===== src/hdl/srli_pkg.sv =====
// Package with the shared types, constants and the control store of the row index lookup.
`timescale 1ns / 1ps
`default_nettype none
package srli_pkg;

    localparam int unsigned DATA_W      = 32;
    localparam int unsigned IDX_W       = 11;
    localparam int unsigned MAX_TABLES  = 1024;
    localparam int unsigned LIVE_AW     = 10;
    localparam int unsigned IN_TDATA_W  = 112;
    localparam int unsigned OUT_TDATA_W = 48;
    localparam int unsigned STEP_W      = 3;

    typedef logic [STEP_W-1:0] t_step;

    localparam t_step STEP_IDLE = 3'd0;
    localparam t_step STEP_SRCH = 3'd1;
    localparam t_step STEP_RDLO = 3'd2;
    localparam t_step STEP_RDHI = 3'd3;
    localparam t_step STEP_EMIT = 3'd4;

    localparam logic OP_LOAD  = 1'b0;
    localparam logic OP_QUERY = 1'b1;

    typedef enum logic [1:0] {
        COND_NEVER    = 2'd0,
        COND_QUERY    = 2'd1,
        COND_MORE     = 2'd2,
        COND_OUT_BUSY = 2'd3
    } t_cond;

    typedef struct packed {
        logic  accept;
        logic  srch;
        logic  rd_lo;
        logic  rd_hi;
        logic  emit;
        t_cond cond;
        t_step jump;
        t_step next;
    } t_uop;

    typedef struct packed {
        logic query_in;
        logic more;
        logic out_busy;
    } t_flags;

    function automatic t_uop uop_rom(input t_step step);
        t_uop u;
        u = '{accept: 1'b0, srch: 1'b0, rd_lo: 1'b0, rd_hi: 1'b0, emit: 1'b0,
              cond: COND_NEVER, jump: STEP_IDLE, next: STEP_IDLE};
        case (step)
            STEP_IDLE: begin
                u.accept = 1'b1;
                u.cond   = COND_QUERY;
                u.jump   = STEP_SRCH;
                u.next   = STEP_IDLE;
            end
            STEP_SRCH: begin
                u.srch = 1'b1;
                u.cond = COND_MORE;
                u.jump = STEP_SRCH;
                u.next = STEP_RDLO;
            end
            STEP_RDLO: begin
                u.rd_lo = 1'b1;
                u.next  = STEP_RDHI;
            end
            STEP_RDHI: begin
                u.rd_hi = 1'b1;
                u.next  = STEP_EMIT;
            end
            STEP_EMIT: begin
                u.emit = 1'b1;
                u.cond = COND_OUT_BUSY;
                u.jump = STEP_EMIT;
                u.next = STEP_IDLE;
            end
            default: begin
                u.next = STEP_IDLE;
            end
        endcase
        return u;
    endfunction

endpackage
`default_nettype wire


===== src/hdl/srli_sequencer.sv =====
// Step counter and control store that sequence the lookup datapath.
`timescale 1ns / 1ps
`default_nettype none
module srli_sequencer
    import srli_pkg::*;
(
    input  wire logic   i_clk,
    input  wire logic   i_rst_n,
    input  wire t_flags i_flags,
    output t_uop        o_uop
);

    t_step r_step;
    t_step n_step;
    t_uop  uop;
    logic  take;

    always_comb begin
        uop = uop_rom(r_step);
        case (uop.cond)
            COND_NEVER:    take = 1'b0;
            COND_QUERY:    take = i_flags.query_in;
            COND_MORE:     take = i_flags.more;
            COND_OUT_BUSY: take = i_flags.out_busy;
            default:       take = 1'b0;
        endcase
        n_step = take ? uop.jump : uop.next;
    end

    always_ff @(posedge i_clk) begin
        if (!i_rst_n) begin
            r_step <= STEP_IDLE;
        end else begin
            r_step <= n_step;
        end
    end

    assign o_uop = uop;

endmodule
`default_nettype wire


===== config.mk =====
export PLATFORM = sky130hd
export DESIGN_NAME = srli_sequencer
export DESIGN_NICKNAME = d
export VERILOG_FILES = /design/src/hdl/srli_pkg.sv /design/src/hdl/srli_sequencer.sv
export SDC_FILE = /design/constraint.sdc
export NUM_CORES = 1
export LEC_CHECK = 0
export ABC_AREA = 1
export BUFFER_PORTS_ARGS = -buffer_cell sky130_fd_sc_hd__clkbuf_2
export CAP_MARGIN = 20
export CORE_AREA = 2 2 39 41
export DETAILED_ROUTE_END_ITERATION = 8
export DIE_AREA = 0 0 41 43
export PLACE_DENSITY = 0.38
export SLEW_MARGIN = 20
export SYNTH_ARGS = -nofsm -noshare
export SYNTH_HDL_FRONTEND = slang
export SYNTH_SLANG_ARGS = --single-unit

===== constraint.sdc =====
create_clock -name i_clk -period 1.8 [get_ports i_clk]
set_clock_uncertainty 0.1 [all_clocks]
set_input_delay 0.09 -clock i_clk [delete_from_list [all_inputs] [get_ports i_clk]]
set_output_delay 0.09 -clock i_clk [all_outputs]
set_load 0.03 [all_outputs]

-- After elaboration in Yosys (flattened, before gate mapping)
Index checks and enable logic that the tools add are counted.
- register bits: 3
- input port bits: 5
- output and inout port bits: 13
- word-level logic and storage cells: 19
- eq/ne operators: 7
- multiplexer cells: 9
- reduce and logical (&&, ||, !) cells: 2
- operators by type and width (kind ; count):
    $pmux 5 s3 ; 1
    $pmux 3 s3 ; 1
    $eq 3x2->1 const B ; 2
    $mux 1 ; 5
    $eq 2x2->1 const B ; 2
    $pmux 1 s4 ; 1
    $eq 3x1->1 const B ; 1
    $eq 3x3->1 const B ; 1
    $logic_not 3->1 ; 1
    $mux 3 ; 1
    $eq 2x1->1 const B ; 1
    $logic_not 2->1 ; 1

-- Depth between registers and ports, before layout
- depth after elaboration: 5
- depth in mapped cells: 5
- mapped depth without buffers: 5

-- Least setup slack after synthesis
OpenSTA, ideal clock, no wires.
- path kind: reg-to-output
- start point: register r_step[1]
- end point: output port o_uop[3] in the netlist's numbering
- arrival: 1.288 ns
- required time: 1.610 ns
- setup slack: 0.322 ns
- cell stages (with the launch flop): 4
- path buffers: 0
- path through: dfxtp_1 > nor2_2 > inv_2 > o21ai_1
- RTL lines (what ; RTL line ; RTL):
    from (decl) ; srli_sequencer.sv:13 ; t_step r_step;
    from (signal assigned) ; srli_sequencer.sv:34 ; r_step <= n_step;
    to (decl) ; srli_sequencer.sv:10 ; output t_uop o_uop

==> impl_metrics.py <==
metrics = {
    "worst_setup_path": {
        "crit_type": "flip-flop to primary output",
        "cp_slowest_cell": "dfxtp_1",
        "max_stage_delay_ps": 340,
        "rr_startpoint": "r_step[1]$_SDFF_PP0_",
        "cp.required_ps": 1610,
        "crit_buf_inv": 2,
        "startpoint_type": "flip-flop",
        "critPathTopFamily": "flip-flops",
        "cp_max_fo": 5,
        "arrival_ps": 1200,
        "crit_chain": "nor2_2 -> inv_2 -> o21ai_1 -> clkbuf_2",
        "reg2reg_slack_ps": 770,
        "r2r-end": "r_step[1]$_SDFF_PP0_",
        "rr_worst_depth": 4,
        "cp-end-kind": "primary output",
        "critPathLaunch": "r_step[1]$_SDFF_PP0_",
    },
    "layout": {
        "design_area_um2": 343,
        "n_antenna_cell": 0,
        "regMostFlops": "r_step",
        "fin_nets": 59,
        "drive_gt1_frac": 0.491,
        "final_cells": 69,
        "num-fill-cells": 168,
        "multi_input_area_um2": 113,
        "largest_registers": "r_step: 3 flops",
        "ff_latch_area_um2": 60.1,
        "area_growth_pct": 54.8,
        "largest_register_ffs": 3,
    },
    "global_route": {
        "grt_max_degree": 9,
        "grtUsageTotal": 0.0873,
        "grt_overflow": 0,
        "grt_pass1_wl_um": 910,
        "antenna_found_initial": 0,
        "grt_pass1_vias": 221,
    },
    "floorplan": {
        "rows": 14,
        "start_util": 0.160,
        "core_area_um2": 1380,
        "die_h_um": 43,
        "die-area_um2": 1760,
        "die_x_um": 41,
        "ios": 18,
    },
    "clocking": {
        "clockBufferDepth": 2,
        "clock_sinks": 3,
        "clk_latency_ps": 230,
        "postCtsSetupBuffers": 0,
        "root_buffer": "clkbuf_4",
        "numCtsBuffers": 3,
        "h-tree-depth": 1,
        "cts_tree": "yes",
        "cts_resized": 0,
        "path_clk_slew_ps": 40,
    },
    "routing": {
        "wl_per_cell_um": 8.03,
        "vias_per_cell": 3.77,
        "drtAntennaViolNets": 0,
        "dr.first_iter.drc_count": 3,
        "drt-pass1-iter-count": 2,
        "num_vias": 260,
        "drc_errors": 0,
        "routed_wl_um": 554,
    },
    "sta": {
        "setup_tns_ps": 0,
        "post-route-period-util": 0.774,
        "setup_ws_ps": 406,
        "rsz0062_at_grt": "false",
        "setup_violations": 0,
        "fmax_ghz": 0.718,
        "min_period_ps": 1390,
        "slew_violations": 0,
        "hold_viol": 0,
    },
    "synth": {
        "synth.area.mux_share": 0,
        "yosys_warnings": 0,
        "synth-simple-area-share": 0.412,
        "ys_seq_area_frac": 0.271,
        "synth_nets": 39,
        "synth_top_family_by_area": "simple AND/OR/NAND/NOR gates",
        "synth_compound_area_frac": 0.0791,
        "synth_cells": 34,
        "synth_xor_area_frac": 0,
        "avgSynthCellArea_um2": 6.51,
        "ys_ff_latch": 3,
        "synthAdderAreaFrac": 0,
        "synth.cell_area_um2": 221,
        "synth_cell_types": 14,
    },
    "placed_design": {
        "placed_cells": 64,
        "io_buffers": 16,
        "placed_cell_area_um2": 307,
        "globalplace.congestion": 0.632,
        "hpwl_um": 471,
        "place_ws_ps": 651,
    },
    "flow_run": {
        "maxCapViolCount": 0,
    },
    "power_and_ir_drop": {
        "total_power_w": 0.000340,
        "comb_power_share": 0.421,
        "p_seq_frac": 0.233,
        "vdd_drop_max_mv": 0.249,
        "p_clk_frac": 0.345,
        "leakagePower_nw": 0.217,
        "p_switching_w": 0.000145,
        "switching_share": 0.425,
        "internal_power_w": 0.000195,
        "power_density_nw_per_um2": 992,
    },
    "worst_hold_path": {
        "holdPathEnd": "r_step[2]$_SDFF_PN0_",
        "holdPathStages": 3,
        "min_from": "i_flags[0]",
        "hp-class": "input port to flip-flop",
    },
    "status": {
        "status": "complete, no violations",
    },
}
## cell usage after synthesis, drive strengths merged
master,number,area share
nand2,3,0.062
buf,2,0.068
nand4,1,0.028
o21ai,2,0.045
nor2,5,0.096
conb,1,0.017
inv,9,0.15
dfxtp,3,0.27
a21boi,1,0.034
nand3,7,0.23
## cell type report
class,count,area share
Tap cell,16,0.0584
Timing Repair Buffer,17,0.263
Inverter,9,0.0985
Sequential cell,3,0.175
Multi-Input combinational cell,20,0.328
Clock buffer,4,0.0766
## power by group through the flow
stage	logic, W	clock network, W	registers [W]
after floorplan	0.000110	0	0.0000791
after global placement	0.000145	0	0.0000802
after detailed placement	0.000143	0	0.0000803
after CTS	0.000145	0.000126	0.0000792
after global routing	0.000156	0.000133	0.0000802
final	0.000143	0.000118	0.0000794
## worst max path at each step
stage	end	slack, ps	cells past startpoint
floorplan	o_uop[3]	320	3
global placement	o_uop[3]	660	4
detailed placement	o_uop[7]	650	4
CTS	o_uop[7]	400	4
global route	o_uop[7]	310	4
finish	o_uop[7]	410	4
## worst min-delay path, cell delays in order
cell and delay [ps]:
clkbuf_2 80, nand3_1 100, a21boi_1 70
## through the flow
| step | util | hold WS (ps) |
|---|---|---|
| after global routing | 0.248 | 81.9 |
| final | 0.248 | 55.0 |
| after floorplan | - | 87.6 |
| after global placement | 0.222 | 223 |
| after CTS | 0.248 | 50.9 |
| after detailed placement | 0.222 | 223 |
## logic make-up (layout without fill, tap and decap cells)
logic type      count (synthesis)  count (layout)
compound gates                  3               3
flops                           3               3
other cells                     1               1
buf+inv                        11              30
simple gates                   16              16
## per-layer routing
metal | vias to the layer above | track usage | wire length, um
met4 | 0 | 0.100 | 14
met2 | 8 | 0.106 | 288
met1 | 109 | 0.0804 | 196
met5 | - | 0 | 0
met3 | 2 | 0.0681 | 55
li1 | 141 | - | -
## cells in the final DEF (no fill, tap or decap)
cell type      instances
a21boi_1               1
clkbuf_1               1
clkbuf_2              16
clkbuf_4               3
conb_1                 1
dfxtp_1                3
dlygate4sd3_1          1
inv_1                  7
inv_2                  2
nand2_1                2
nand2_2                1
nand3_1                4
nand3_2                3
nand4_1                1
nor2_1                 4
nor2_2                 1
o21ai_1                2
## what timing repair did
| action | CTS | global route |
|---|---|---|
| setup endpoints to repair | 0 | 0 |
| hold buffers | 1 | 0 |
| endpoints found under the hold margin | 2 | 0 |
(Power assumes the default switching activity.)
